[config.mk]
export PLATFORM = sky130hd
export DESIGN_NAME = fsnr_fifo
export DESIGN_NICKNAME = d
export VERILOG_FILES = /design/src/rtl/core/fsnr_pkg.sv /design/src/rtl/core/fsnr_fifo.sv
export SDC_FILE = /design/constraint.sdc
export NUM_CORES = 1
export LEC_CHECK = 0
export BUFFER_PORTS_ARGS = -buffer_cell sky130_fd_sc_hd__buf_4
export CAP_MARGIN = 20
export CORE_ASPECT_RATIO = 1.75
export CORE_MARGIN = 3
export CORE_UTILIZATION = 30
export CTS_BUF_LIST = sky130_fd_sc_hd__clkbuf_2 sky130_fd_sc_hd__clkbuf_4 sky130_fd_sc_hd__clkbuf_8
export CTS_CLUSTER_SIZE = 30
export DETAILED_ROUTE_END_ITERATION = 10
export GPL_ROUTABILITY_DRIVEN = 0
export GPL_TIMING_DRIVEN = 0
export PLACE_DENSITY = 0.54
export SKIP_LAST_GASP = 1
export SLEW_MARGIN = 20
export SYNTH_ARGS = -nofsm -noshare
export SYNTH_HDL_FRONTEND = slang
export SYNTH_SLANG_ARGS = --single-unit
[constraint.sdc]
create_clock -name clk_i -period 1.4 [get_ports clk_i]
set_input_delay 0.14 -clock clk_i [delete_from_list [all_inputs] [get_ports clk_i]]
set_output_delay 0.14 -clock clk_i [all_outputs]
set_load 0.01 [all_outputs]
[src/rtl/core/fsnr_pkg.sv]
// shared types and constants of the frame snr accumulator
`default_nettype none
package fsnr_pkg;

  localparam int unsigned DEF_MAX_FRAME   = 4096;
  localparam int unsigned DEF_SAMPLE_BITS = 16;
  localparam int unsigned DEF_FIFO_DEPTH  = 2;

  localparam int unsigned CFG_DATA_W  = 32;
  localparam int unsigned CFG_INDEX_W = 2;
  localparam int unsigned LEN_CFG_W   = 13;
  localparam int unsigned SIL_W       = 30;
  localparam int unsigned DB_W        = 16;
  localparam int unsigned TOT_W       = 64;
  localparam int unsigned WIDE_W      = 128;
  localparam int unsigned LOG_W       = 23;

  localparam logic [CFG_INDEX_W-1:0] CFG_CHECK_SILENCE = 2'd0;
  localparam logic [CFG_INDEX_W-1:0] CFG_FRAME_LENGTH  = 2'd1;
  localparam logic [CFG_INDEX_W-1:0] CFG_SILENCE_LEVEL = 2'd2;

  localparam logic [LEN_CFG_W-1:0] RST_FRAME_LENGTH  = 13'd512;
  localparam logic [SIL_W-1:0]     RST_SILENCE_LEVEL = 30'd1074;

  // 10*log10(2) in q16
  localparam logic [31:0] DB_PER_LOG2_Q16 = 32'd197283;
  localparam logic [DB_W-1:0] DB_MAX = 16'h7fff;

  typedef enum logic [4:0] {
    ST_IDLE,
    ST_THR,
    ST_ACC,
    ST_SNR0,
    ST_SNR1,
    ST_SNR2,
    ST_CORR0,
    ST_PPM,
    ST_PPA,
    ST_CMP,
    ST_CORR1,
    ST_CORR2,
    ST_DBM,
    ST_DBR,
    ST_LNORM,
    ST_LSQM,
    ST_LSQU,
    ST_DONE
  } back_state_e;

endpackage
`default_nettype wire

[src/rtl/core/fsnr_fifo.sv]
// short queue of finished frame sums between front and back
`default_nettype none
module fsnr_fifo
  import fsnr_pkg::*;
#(
  parameter int unsigned WIDTH = 8,
  parameter int unsigned DEPTH = DEF_FIFO_DEPTH
) (
  input  wire logic                         clk_i,
  input  wire logic                         rst_ni,
  input  wire logic                         push_i,
  input  wire logic [WIDTH-1:0]             wdata_i,
  input  wire logic                         pop_i,
  output logic [WIDTH-1:0]                  rdata_o,
  output logic                              empty_o,
  output logic [$clog2(DEPTH+1)-1:0]        count_o
);

  localparam int unsigned PTR_W = (DEPTH > 1) ? $clog2(DEPTH) : 1;
  localparam int unsigned CNT_W = $clog2(DEPTH+1);

  logic [WIDTH-1:0] mem_q [DEPTH];
  logic [PTR_W-1:0] wptr_q, rptr_q;
  logic [CNT_W-1:0] cnt_q;
  logic             do_push, do_pop;

  assign do_push = push_i && (cnt_q != CNT_W'(DEPTH));
  assign do_pop  = pop_i && (cnt_q != '0);

  always_ff @(posedge clk_i) begin
    if (do_push) begin
      mem_q[wptr_q] <= wdata_i;
    end
  end

  always_ff @(posedge clk_i or negedge rst_ni) begin
    if (!rst_ni) begin
      wptr_q <= '0;
      rptr_q <= '0;
      cnt_q  <= '0;
    end else begin
      if (do_push) begin
        wptr_q <= (wptr_q == PTR_W'(DEPTH-1)) ? '0 : wptr_q + 1'b1;
      end
      if (do_pop) begin
        rptr_q <= (rptr_q == PTR_W'(DEPTH-1)) ? '0 : rptr_q + 1'b1;
      end
      if (do_push && !do_pop) begin
        cnt_q <= cnt_q + 1'b1;
      end else if (do_pop && !do_push) begin
        cnt_q <= cnt_q - 1'b1;
      end
    end
  end

  assign rdata_o = mem_q[rptr_q];
  assign empty_o = (cnt_q == '0);
  assign count_o = cnt_q;

endmodule
`default_nettype wire

# [Yosys cells after proc, flatten, opt, wreduce, memory -nomap -nowiden]
# Memories as Yosys holds them, arrays and structs flattened.
# Index checks and enable logic that the tools add are counted.
[word_totals] latchBits=0 regBits=4 mem_bits_rw=16 out_inout_bits=11 mem_count=1 romBits=0
[mem_list] name="mem_q" depth=2 word_bits=8 rd=1 rd_ports_with_merged_regs=0 write_ports=1 line_no="fsnr_fifo.sv:22" rtl="logic [WIDTH-1:0] mem_q [DEPTH];"
[classes] shifts=0 mux=6 mul=0 n_eq_ne=1 magnitude_cmp=0 addsub=4 n_bitwise=0 reduce_logical=9 n_div=0
[op_table] cell="$logic_and 1x1->1" count=4
[op_table] cell="$mux 1" count=4
[op_table] cell="$mux 2" count=2
[op_table] cell="$reduce_bool 2->1" count=2
[op_table] cell="$add 1x1->1 const B" count=2
[op_table] cell="$add 2x1->2 const B" count=1
[op_table] cell="$logic_not 1->1" count=2
[op_table] cell="$logic_not 2->1" count=1
[op_table] cell="$ne 2x2->1 const B" count=1
[op_table] cell="$sub 2x1->2 const B" count=1

# [Logic depth before layout (Yosys ltp)]
[logic_depth] depth_word=6 ltp_mapped=7 ltp_nobuf=7

# [Least setup slack after synthesis]
# No wires, ideal clock.
[synth_timing] path_type="register -> register" start="register cnt_q[0] (netlist: count_o[0])" end="register cnt_q[1] (netlist: count_o[1])" synth_period_minus_slack_ns=1.375 arrival_ns=1.295 setup_ns=0.080 t_required_ns=1.320 path_stages_with_launch=7 path_buffers=0 slack_ns=0.025 cell_sequence="dfrtp_1 -> o21ai_2 -> inv_1 -> ha_1 -> xor2_1 -> nor2_1 -> xnor2_1"
[synth_via] elab_chain_len=5
[synth_rtl] element="from (decl)" line_no="fsnr_fifo.sv:24" rtl="logic [CNT_W-1:0] cnt_q;"
[synth_rtl] element="from (signal assigned)" line_no="fsnr_fifo.sv:49" rtl="cnt_q <= cnt_q + 1'b1;"
[synth_rtl] element="from (signal assigned)" line_no="fsnr_fifo.sv:51" rtl="cnt_q <= cnt_q - 1'b1;"
[synth_rtl] element="$ne 2x2->1 (*)" line_no="fsnr_fifo.sv:27" rtl="assign do_push = push_i && (cnt_q != CNT_W'(DEPTH));"
[synth_rtl] element="$logic_and 1x1->1 (*)" line_no="fsnr_fifo.sv:27"
[synth_rtl] element="named net do_push" line_no="fsnr_fifo.sv:25" rtl="logic do_push, do_pop;"
[synth_rtl] element="$logic_not 1->1" line_no="fsnr_fifo.sv:50" rtl="end else if (do_pop && !do_push) begin"
[synth_rtl] element="$logic_and 1x1->1" line_no="fsnr_fifo.sv:50"
[synth_rtl] element="$reduce_bool 2->1 (no line)"
# The timed path passes the listed nets; every way through them passes the cells marked *. The select of a mux whose other input is x is not followed.
# A chain may end at the register's enable or synchronous reset.

# [Worst setup path in the final report]
[layout_timing] start="register rptr_q" end="output rdata_o[4]"
[layout_via] elab_chain_len=1
[layout_rtl] element="from (decl)" line_no="fsnr_fifo.sv:23" rtl="logic [PTR_W-1:0] wptr_q, rptr_q;"
[layout_rtl] element="from (signal assigned)" line_no="fsnr_fifo.sv:46" rtl="rptr_q <= (rptr_q == PTR_W'(DEPTH-1)) ? '0 : rptr_q + 1'b1;"
[layout_rtl] element="$mem_v2 2x8"
[layout_rtl] element="to (decl)" line_no="fsnr_fifo.sv:14" rtl="output logic [WIDTH-1:0] rdata_o,"
# No other way between the ends.

==> metrics.yaml <==
hold_depth: 1
slew_headroom_pct: 69.67
cp_max_fo: 9
diodes: 0
finalCritPeriodShare_pct: 97.67
multi_input_area_um2: 210.2
root_buffer: "clkbuf_8"
worst_pin_slew_ns: 0.4544
cts_tree: "built"
synthDistinctLibCells: 11
end_kind: "output pin"
pwr-share-comb_pct: 42.4
leakage_nw: 0.4388
grt_pass1_wl_um: 2049
antenna_found_initial: 0
synth_edf_count: 16
register_area_um2: 581.8
path_cells: "buf_6, mux2_1, buf_4"
place_hpwl_um: 904.6
synth_common_cells: "edfxtp_1 (16), mux2_1 (8), dfrtp_1 (4), nor2_1 (4), xnor2_1 (4)"
status: "completed"
setup_ws_ns: 0.03259
reg2reg_depth: 6
layout.nets: 89
io_pins: 23
switching_share_pct: 30.56
rsz0062_at_grt: "yes"
pwr-share-seq_pct: 41.4
vias: 443
area_growth_pct: 41.98
first_pass_iters: 4
drcViolationCount: 0
fin_worst_skew_ns: 0.002003
track_usage_pct: 8.954
drv_cap: 0
nFillCells: 226
crit_arrival_ns: 1.23
place_inst: 91
hold_class: "in2reg"
yosys.area.top_type: "edfxtp_1"
cts.sinks: 20
ant_nets: 0
synth-seq-area-share_pct: 75.20
finalHoldViolCount: 0
die_x_um: 44.35
pre_cts_ws_ns: -0.1754
start_kind: "register"
clk_latency_ns: 0.25
fp.dieH_um: 73.11
syn_inst: 44
ys.flop_type: "edfxtp_1"
initial_utilization_pct: 32.71
clockPowerShare_pct: 16.1
peakVddDrop_uv: 1027
final_max_slew_viol_count: 0
crit_cells: 3
core-area_mm2: 0.002360
core.rowCount: 23
portBuffers: 22
period_needed_ns: 1.367
die-area_mm2: 0.003242
synth_nets: 57
drive_above_1_share_pct: 52.00
worst_ep_required_time_ns: 1.26
cp_num_buf_inv: 2
synth_top_area_share_pct: 62.24
ys.warnings.count: 0
power_density_mw_per_mm2: 2034
viasPerCell: 4.430
drt_iter0_markers: 9
ys_top_cells_by_area: "edfxtp_1 (62%), dfrtp_1 (13%), mux2_1 (12%)"
postSynthAreaPerCell_um2: 17.55
grt_pass1_vias: 466
p_int_mw: 1.548
syn_area_um2: 772.0
async_flop_share_pct: 20.00
clk_pin_slew_ns: 0.07
setup-violations-final: 0
wire_per_inst_um: 13.20
grt_max_degree: 12
crit_type: "reg2out"
cts_buffer_depth: 2
yosysMostFrequentCell: "edfxtp_1"
layout.cells.non_filler: 100
cts_buffers: 3
finalWirelength_um: 1320
max_freq_ghz: 0.7313
path_delay_family: "flip-flops"
synth-seq-cells: 20
cpMaxStageDelayCell: "dfrtp_1"
overflow: 0
p_switching_mw: 0.6811
cts.htree.levels: 1
crit_path_max_incr_delay_ns: 0.37
metrics by stage:
| stage | hold slack (ns) | cell area [um2] | util [%] | TNS (ns) | total power [mW] |
|---|---|---|---|---|---|
| final | 0.07143 | 1096 | 46.45 | 0 | 2.229 |
| after global routing | 0.05463 | 1096 | 46.45 | -0.1363 | 2.377 |
| after CTS | 0.06357 | 1046 | 44.33 | -2.084 | 2.137 |
| after detailed placement | -0.05655 | 968.4 | 41.04 | -2.810 | 1.708 |
| after global placement | -0.05749 | 968.4 | 41.04 | -2.789 | 1.696 |
| after floorplan | -0.1556 | 772.0 | - | 0 | 1.365 |
sequential cells by signal (all words and copies together), names as in the netlist:
register  count
mem_q        16
count_o       2
rptr_q        1
wptr_q        1
what timing repair did:
item | CTS | global route
endpoints found under the setup margin | 25 | 22
pin swaps | 1 | 1
hold endpoints to repair | 4 | 0
cloned | 0 | 0
setup buffers | 2 | 2
hold buffers | 1 | 0
resized for setup | 3 | 8
area by class of cell:
| type | count | share of cell area [%] |
|---|---|---|
| inverter | 3 | 1.027 |
| multi-input combinational | 20 | 19.18 |
| timing repair buffer | 27 | 18.72 |
| sequential | 20 | 53.08 |
| tap | 25 | 2.854 |
| clock inverter | 1 | 0.3425 |
| buffer | 1 | 1.027 |
| clock buffer | 3 | 3.767 |
cells by family after synthesis:
logic type                 after synthesis  share of synthesized area [%]
and+or+nand+nor                          4                          1.944
xor gates and xnor gates                 5                          5.672
adders and majority gates                1                          1.620
muxes                                    8                          11.67
DFF                                     20                          75.20
buffers and inverters                    4                          2.106
AOI/OAI and AO/OA                        2                          1.782
power groups by stage:
stage	clock, mW	combinational [mW]	sequential (mW)
after floorplan	0	0.442	0.924
after global placement	0	0.775	0.921
after detailed placement	0	0.781	0.928
after CTS	0.377	0.844	0.915
after global routing	0.400	1.03	0.944
final	0.360	0.946	0.924
routing by layer:
metal  vias to the layer above  global-route usage (%)  wire length (um)
met2                        14                   14.61               715
met5                         -                       0                 0
met3                         2                   2.469                80
met4                         0                   6.040                11
li1                        217                       -                 -
met1                       210                   9.760               513
layout by cell type (no fill, tap or decap):
| cell | synthesis | layout |
|---|---|---|
| nor2_2 | 0 | 3 |
| clkinv_1 | 0 | 1 |
| dlygate4sd3_1 | 0 | 1 |
| mux2_4 | 0 | 1 |
| buf_6 | 0 | 1 |
| xor2_1 | 1 | 1 |
| inv_2 | 0 | 1 |
| inv_1 | 3 | 2 |
| edfxtp_1 | 16 | 16 |
| xnor2_1 | 4 | 4 |
| nor2_1 | 4 | 1 |
| dfrtp_2 | 0 | 1 |
| mux2_1 | 8 | 7 |
| o21ai_4 | 0 | 1 |
| clkbuf_8 | 0 | 3 |
| ha_4 | 0 | 1 |
| dfrtp_1 | 4 | 3 |
| o21ai_2 | 1 | 1 |
| buf_4 | 0 | 26 |
worst register-to-register path: cells and delay by family, from the launching register on:
kind	cells	cell delay, ns
XOR/XNOR	2	0.26
flip-flops	1	0.47
adder cells (fa/ha/maj)	1	0.16
AO/OA/AOI/OAI	1	0.22
AND/OR/NAND/NOR	1	0.11
buffers and inverters	1	0.07
final timing paths:
| path | startpoint | to | slack [ns] |
|---|---|---|---|
| min | wdata_i[0] | mem_q[0][0] | 0.07 |
| max | rptr_q | rdata_o[4] | 0.03 |
| min reg2reg | wptr_q | wptr_q | 0.53 |
| max reg2reg | count_o[0] | count_o[1] | 0.04 |
| max in group asynchronous | rst_ni | count_o[0] | 1.06 |
| min in group asynchronous | rst_ni | count_o[0] | 0.22 |
No activity file was read; power rests on OpenSTA's default activity.
