`src/rtl/core/fsnr_pkg.sv`:
```
// shared types and constants of the frame snr accumulator
`default_nettype none
package fsnr_pkg;

  localparam int unsigned DEF_MAX_FRAME   = 4096;
  localparam int unsigned DEF_SAMPLE_BITS = 16;
  localparam int unsigned DEF_FIFO_DEPTH  = 2;

  localparam int unsigned CFG_DATA_W  = 32;
  localparam int unsigned CFG_INDEX_W = 2;
  localparam int unsigned LEN_CFG_W   = 13;
  localparam int unsigned SIL_W       = 30;
  localparam int unsigned DB_W        = 16;
  localparam int unsigned TOT_W       = 64;
  localparam int unsigned WIDE_W      = 128;
  localparam int unsigned LOG_W       = 23;

  localparam logic [CFG_INDEX_W-1:0] CFG_CHECK_SILENCE = 2'd0;
  localparam logic [CFG_INDEX_W-1:0] CFG_FRAME_LENGTH  = 2'd1;
  localparam logic [CFG_INDEX_W-1:0] CFG_SILENCE_LEVEL = 2'd2;

  localparam logic [LEN_CFG_W-1:0] RST_FRAME_LENGTH  = 13'd512;
  localparam logic [SIL_W-1:0]     RST_SILENCE_LEVEL = 30'd1074;

  // 10*log10(2) in q16
  localparam logic [31:0] DB_PER_LOG2_Q16 = 32'd197283;
  localparam logic [DB_W-1:0] DB_MAX = 16'h7fff;

  typedef enum logic [4:0] {
    ST_IDLE,
    ST_THR,
    ST_ACC,
    ST_SNR0,
    ST_SNR1,
    ST_SNR2,
    ST_CORR0,
    ST_PPM,
    ST_PPA,
    ST_CMP,
    ST_CORR1,
    ST_CORR2,
    ST_DBM,
    ST_DBR,
    ST_LNORM,
    ST_LSQM,
    ST_LSQU,
    ST_DONE
  } back_state_e;

endpackage
`default_nettype wire

```
`src/rtl/core/fsnr_front.sv`:
```
// sample intake: products, frame sums and frame end detection
`default_nettype none
module fsnr_front
  import fsnr_pkg::*;
#(
  parameter int unsigned SAMPLE_BITS = DEF_SAMPLE_BITS,
  parameter int unsigned MAX_FRAME   = DEF_MAX_FRAME,
  parameter int unsigned FIFO_DEPTH  = DEF_FIFO_DEPTH,
  parameter int unsigned IDX_W       = $clog2(MAX_FRAME+1),
  parameter int unsigned EN_W        = 2*SAMPLE_BITS-1+$clog2(MAX_FRAME),
  parameter int unsigned CR_W        = 2*SAMPLE_BITS+$clog2(MAX_FRAME),
  parameter int unsigned DF_W        = 2*SAMPLE_BITS+1+$clog2(MAX_FRAME),
  parameter int unsigned REC_W       = 2*EN_W+CR_W+DF_W+1
) (
  input  wire logic                            clk_i,
  input  wire logic                            rst_ni,
  input  wire logic                            push_i,
  output logic                                 full_o,
  input  wire logic signed [SAMPLE_BITS-1:0]   signal_sample_i,
  input  wire logic signed [SAMPLE_BITS-1:0]   reference_sample_i,
  input  wire logic                            clear_totals_i,
  input  wire logic [IDX_W-1:0]                frame_len_i,
  input  wire logic [$clog2(FIFO_DEPTH+1)-1:0] fifo_count_i,
  output logic                                 rec_push_o,
  output logic [REC_W-1:0]                     rec_data_o
);

  localparam int unsigned PW = 2*SAMPLE_BITS;

  logic                        acc_in;
  logic [IDX_W-1:0]            idx_q, idx_nxt;
  logic                        last;
  logic signed [SAMPLE_BITS:0] diff;
  logic signed [PW-1:0]        ss, rr, sr;
  logic signed [PW+1:0]        dd;

  logic                        s1_valid_q, s1_last_q, s1_clr_q;
  logic [PW-2:0]               ss_q, rr_q;
  logic signed [PW-1:0]        sr_q;
  logic [PW:0]                 dd_q;

  logic [EN_W-1:0]             fse_q, fre_q, fse_n, fre_n;
  logic [CR_W-1:0]             fcs_q, fcs_n;
  logic [DF_W-1:0]             fde_q, fde_n;

  assign full_o = (32'(fifo_count_i) + 32'(s1_valid_q && s1_last_q)) >= FIFO_DEPTH;
  assign acc_in = push_i && !full_o;

  assign idx_nxt = idx_q + 1'b1;
  assign last    = (idx_nxt >= frame_len_i);
  assign diff    = (SAMPLE_BITS+1)'(signal_sample_i) - (SAMPLE_BITS+1)'(reference_sample_i);
  assign ss      = signal_sample_i * signal_sample_i;
  assign rr      = reference_sample_i * reference_sample_i;
  assign sr      = signal_sample_i * reference_sample_i;
  assign dd      = diff * diff;

  always_ff @(posedge clk_i) begin
    if (acc_in) begin
      ss_q     <= ss[PW-2:0];
      rr_q     <= rr[PW-2:0];
      sr_q     <= sr;
      dd_q     <= dd[PW:0];
      s1_clr_q <= clear_totals_i;
    end
  end

  assign fse_n = fse_q + EN_W'(ss_q);
  assign fre_n = fre_q + EN_W'(rr_q);
  assign fcs_n = fcs_q + {{(CR_W-PW){sr_q[PW-1]}}, sr_q};
  assign fde_n = fde_q + DF_W'(dd_q);

  always_ff @(posedge clk_i or negedge rst_ni) begin
    if (!rst_ni) begin
      idx_q      <= '0;
      s1_valid_q <= 1'b0;
      s1_last_q  <= 1'b0;
      fse_q      <= '0;
      fre_q      <= '0;
      fcs_q      <= '0;
      fde_q      <= '0;
    end else begin
      s1_valid_q <= acc_in;
      if (acc_in) begin
        s1_last_q <= last;
        idx_q     <= last ? '0 : idx_nxt;
      end
      if (s1_valid_q) begin
        if (s1_last_q) begin
          fse_q <= '0;
          fre_q <= '0;
          fcs_q <= '0;
          fde_q <= '0;
        end else begin
          fse_q <= fse_n;
          fre_q <= fre_n;
          fcs_q <= fcs_n;
          fde_q <= fde_n;
        end
      end
    end
  end

  assign rec_push_o = s1_valid_q && s1_last_q;
  assign rec_data_o = {fse_n, fre_n, fcs_n, fde_n, s1_clr_q};

endmodule
`default_nettype wire

```
`config.mk`:
```
export PLATFORM = sky130hd
export DESIGN_NAME = fsnr_front
export DESIGN_NICKNAME = d
export VERILOG_FILES = /design/src/rtl/core/fsnr_pkg.sv /design/src/rtl/core/fsnr_front.sv
export SDC_FILE = /design/constraint.sdc
export NUM_CORES = 2
export LEC_CHECK = 0
export ABC_AREA = 1
export BUFFER_PORTS_ARGS = -buffer_cell sky130_fd_sc_hd__buf_2
export CORE_MARGIN = 2
export CORE_UTILIZATION = 55
export DETAILED_ROUTE_END_ITERATION = 16
export GPL_TIMING_DRIVEN = 0
export PLACE_DENSITY_LB_ADDON = 0.15
export SETUP_SLACK_MARGIN = 0.3
export SKIP_CTS_REPAIR_TIMING = 1
export SYNTH_ARGS = -nofsm -noshare
export SYNTH_HDL_FRONTEND = slang
export SYNTH_SLANG_ARGS = --single-unit
export TNS_END_PERCENT = 20
```
`constraint.sdc`:
```
create_clock -name clk_i -period 6.6 [get_ports clk_i]
set_clock_uncertainty 0.15 [all_clocks]
set_input_delay 1.32 -clock clk_i [delete_from_list [all_inputs] [get_ports clk_i]]
set_output_delay 1.32 -clock clk_i [all_outputs]
set_load 0.01 [all_outputs]
```
# ---- Word-level counts from Yosys, hierarchy flattened
# Cells that the tools add are included.
dict set report totals {
  regBits 318
  input_bits 51
  out_inout_bits 178
  word_cells 33
}
dict set report classes {
  n_addsub 7
  n_mul 4
  n_lt_le_gt_ge 2
  mux 5
  n_reduce_logical 3
}
# op count
set ops {}
lappend ops {{$add 43x31->43} 2}
lappend ops {{$mux 43} 2}
lappend ops {{$mul 16x16->31} 2}
lappend ops {{$add 45x33->45} 1}
lappend ops {{$mux 45} 1}
lappend ops {{$add 44x44->44} 1}
lappend ops {{$mux 44} 1}
lappend ops {{$mul 17x17->33} 1}
lappend ops {{$mul 16x16->32} 1}
lappend ops {{$sub 16x16->17} 1}
lappend ops {{$add 13x1->13 const B} 1}
lappend ops {{$ge 13x13->1} 1}
lappend ops {{$mux 13} 1}
lappend ops {{$add 2x1->3} 1}
lappend ops {{$ge 3x2->1 const B} 1}
lappend ops {{$logic_and 1x1->1} 2}
lappend ops {{$logic_not 1->1} 1}

# ---- Logic depth before layout (Yosys ltp)
dict set report depth {
  ltp_word 5
  ltp_mapped 40
  mapped_depth_nobuf 38
}

# ---- Worst setup path before layout
# OpenSTA, ideal clock, no wires.
dict set report synth_timing {
  path_type {input to register}
  from {input port signal_sample_i[0]}
  to {register dd_q[32] (data pin)}
  setup_time_ns 0.252
  arrival_time_ns 7.838
  required_ns 6.198
  slack_ns -1.640
  cell_stages 34
  path_buffers 1
  path_cell_list {clkbuf_1 -> inv_1 -> ha_1 -> fa_1 -> inv_1 -> nand3_1 -> nand2_1 -> nand2_1 -> nand3_1 -> xor2_1 -> inv_2 -> nor2_1 -> inv_1 -> fa_1 -> inv_1 -> fa_1 -> inv_1 -> fa_1 -> fa_1 -> inv_1 -> fa_1 -> inv_1 -> fa_1 -> inv_1 -> ha_1 -> nand2_1 -> o21ai_0 -> nand2_1 -> o211ai_1 -> nor2_1 -> nand2_1 -> inv_1 -> nand2_1 -> nand2_1}
}
dict set report synth_via {
  elab_chain_len 2
}
# element line_no
set synth_lines {}
lappend synth_lines {{from (decl)} fsnr_front.sv:19} ;# input wire logic signed [SAMPLE_BITS-1:0] signal_sample_i,
lappend synth_lines {{$sub 16x16->17} fsnr_front.sv:51} ;# assign diff = (SAMPLE_BITS+1)'(signal_sample_i) - (SAMPLE_BITS+1)'(reference_sample_i);
lappend synth_lines {{$mul 17x17->33} fsnr_front.sv:55} ;# assign dd = diff * diff;
lappend synth_lines {{net dd[32]} fsnr_front.sv:35} ;# logic signed [PW+1:0] dd;
lappend synth_lines {{to (signal assigned)} fsnr_front.sv:62} ;# dd_q <= dd[PW:0];
lappend synth_lines {{to (decl)} fsnr_front.sv:40} ;# logic [PW:0] dd_q;
# The timed path passes the listed nets, and every way through them passes these cells.
# A chain may end at the register's enable or synchronous reset.

# ---- Worst setup path after layout
dict set report layout_timing {
  from {input port signal_sample_i[0]}
  to {register dd_q[24] (data pin)}
}
# Same word-level chain as after synthesis.

==> summary.txt <==
Finish
  • Fin cells: 10500
  • Final #Nets: 10500
  • Number of fill cells: 10400
  • Ratio of cells with drive above 1 in the final layout: 9.41%
  • Area grow syn2layout: 12.1%

Clock network
  • Clk root buf: clkbuf_16
  • Clk slew on worst S/H paths: approximately 0.060 ns
  • Clock sink count: 315
  • CTS tree: done
  • CTS buffer count: 37
  • Clock Latency Late Sink: 0.59 ns
  • H-tree depth: 2
  • Buffer depth of the longest clock path: 3

Timing
  • Final worst slack: -1.21 ns
  • Tightest Pin Transition: about 1.2 ns
  • Final setup viols: between 80 and 90
  • Slew HR: 18.8%
  • RSZ-0062 raised after global routing: true
  • Max Fclk: 0.128 GHz
  • Final Critical Period: ~7.8 ns
  • Fin crit share: 118%
  • Final hold violation count: 0
  • Final Max Tran Viols: 0

Synth
  • Sequential area share after synthesis: 13.4%
  • Synth Instances: between 8000 and 9000
  • EDFF count, synth: ~130
  • Largest cells by area after synthesis: fa_1, nand2_1, inv_1
  • Synth top area share: 31.3%
  • Asr flop ratio synth: 60.3%
  • #FFs+latches synth: between 300 and 400
  • Post-synthesis net count: just over 10000
  • Distinct cells, synth: 52
  • Mapped cell area: 0.0636 mm²
  • Main flop type after synthesis: dfrtp_1
  • Syn. warnings: 0
  • Synth area leader: fa_1
  • Avg Synthesized Cell Area: 7.44 µm²

Placement
  • Port Buffers: 228
  • Placed Cells incl. Taps: just over 10000
  • Post-DP HPWL: 174000 µm
  • Placer Congestion: 0.994

GRT
  • Largest net degree at the start of global routing: about 100
  • Number of global-route vias before repair: between 50000 and 60000
  • Global-route wire length before repair: roughly 310000 µm
  • Total GRT Usage: a little over a third
  • GRT overflow: 0
  • Initial antenna violation count: 8

Setup path
  • Startpoint Class: input pin
  • Worst Setup End Kind: flop
  • Setup CP Type: in2reg
  • Critical-path maximum fanout: 6
  • Worst path arrival time: 8.03 ns
  • Critical path's slowest cell: fa_2
  • Buffers & Inverters on Critical Path: 9
  • Cell family with most CP delay: adder cells
  • Stages on the worst setup path: 31
  • Worst reg2reg path depth: 14
  • Worst path max stage delay: just under 0.6 ns
  • Worst path required time: between 6 and 7 ns
  • CP dominant cell by count: fa_2

Floorplanning
  • Row count: 124
  • Die Area: 0.118 mm²
  • Starting density of the core: 55.5%
  • Top Ports: 229
  • Core ar.: 0.115 mm²
  • Die extent in y: roughly 340 µm
  • Die Width: 344 µm

Worst hold path
  • Cells on Worst Hold Path: 2
  • Worst hold path class: reg2reg

Drt
  • Initial DRT Pass Iterations: 6
  • Drt wl/cell: ~20 µm
  • Drt total wl: about 210000 µm
  • Via density: ~5.4
  • Iteration-0 DRC Markers: ~4800
  • # DRC: 0
  • Via count: 56200
  • Antenna-violating nets left: 0

Outcome
  • Outcome: finished with violations
  • Violated checks: setup timing

Job
  • Max cap viols: 0
[flip-flops by register name, summed over array words and instances, names as in the netlist, 13 cells and up]
register	cells
ss_q	30
fde_q	45
fse_q	43
rr_q	30
idx_q	13
fcs_q	44
fre_q	43
sr_q	32
dd_q	32
[cell usage after synthesis, types with 7 or more instances]
library cell / n
a21boi_0: 7
inv_1: 2212
o21a_1: 9
or2_2: 33
edfxtp_1: 125
nand4_1: 92
a21oi_1: 256
buf_2: 12
o211ai_1: 9
nor2_1: 567
buf_1: 13
nand3_1: 369
nor3_1: 56
inv_2: 7
a22o_1: 42
nand2_1: 2332
ha_1: 509
and2_1: 95
o21bai_1: 24
o22ai_1: 9
a21o_1: 21
clkbuf_1: 128
xnor2_1: 52
xor2_1: 170
dfrtp_1: 190
fa_1: 994
nand3b_1: 22
o21ai_0: 132
[path summary, 6_finish.rpt]
path                                     from        end  slack (ns)
hold reg to reg                     fse_q[13]  fse_q[13]        0.34
setup reg to reg                     idx_q[0]  idx_q[10]        3.18
max in group asynchronous              rst_ni  fde_q[11]        4.59
min in group asynchronous              rst_ni  fcs_q[26]        0.61
setup / recovery           signal_sample_i[0]   dd_q[24]       -1.21
hold / removal                      fse_q[13]  fse_q[13]        0.34
[placed cells by master (no fill, tap or decap), drive strengths merged, types with 24 or more instances in the layout]
cell | Yosys | layout
fa | 994 | 994
inv | 2220 | 2218
nand3 | 369 | 369
nand4 | 92 | 92
clkbuf | 128 | 162
edfxtp | 125 | 125
dfrtp | 190 | 190
o21ai | 133 | 133
ha | 509 | 509
xor2 | 173 | 173
nor2 | 579 | 579
a21oi | 257 | 257
a22o | 42 | 42
xnor2 | 53 | 53
nor3 | 57 | 57
nand2 | 2343 | 2343
and2 | 95 | 95
o21bai | 24 | 24
or2 | 35 | 35
buf | 30 | 389
[layer usage]
metal	wire (µm)	GRT usage [%]	part of all wire, %	up-vias
met5	56	0	0.027	-
met4	8400	11.6	4.0	10
met3	18700	6.21	9.0	420
met2	90200	53.4	43	2356
met1	90200	50.3	43	27300
li1	-	-	-	26200
[layout make-up]
type	count	area, µm²	share of cell area, %
sequential	315	8510	11.9
multi-input combinational	5852	47800	67.0
buffer	158	1010	1.41
clock inverter	28	360	0.505
tap	1512	1890	2.65
clock buffer	40	968	1.36
antenna	2	5.00	0.00702
inverter	2221	8430	11.8
timing repair buffer	354	2340	3.28
[per-stage QoR]
step / hold slack [ns] / util (%) / worst slack [ns] / cell area, µm² / setup TNS [ns]
after floorplan: 0.303 / - / -0.993 / 64100 / -21.24
after global placement: 0.317 / 58.7 / -2.76 / 67200 / -156.43
after detailed placement: 0.321 / 58.7 / -2.76 / 67300 / -157.03
after CTS: 0.338 / 59.9 / -2.14 / 68600 / -99.12
after global routing: 0.354 / 62.3 / -1.35 / 71300 / -63.47
final: 0.337 / 62.3 / -1.21 / 71300 / -49.36
[worst register-to-register path, stage by stage (launching register included)]
cell,delay (ns)
dfrtp_1,0.41
inv_1,0.08
nor3_2,0.24
nand2_1,0.13
nor3_1,0.30
nand3_1,0.17
xnor2_1,0.25
ha_1,0.27
nand2_1,0.09
inv_1,0.07
a31oi_1,0.20
nand3_1,0.35
nor2_1,0.46
nand2_1,0.10
nand2_1,0.08
[cells by family (layout without fill, tap and decap cells)]
family,after synthesis,after routing,synth area share [%]
flops,315,315,13.4
compound gates,523,523,4.71
buf+inv,2379,2801,14.1
xor+xnor,226,226,3.19
other cells,0,2,0
fa+ha+maj,1503,1503,41.3
simple gates,3600,3600,23.3
Power is not shown: default switching activity piles up to over one toggle a cycle in this logic, so the estimate is an artifact.
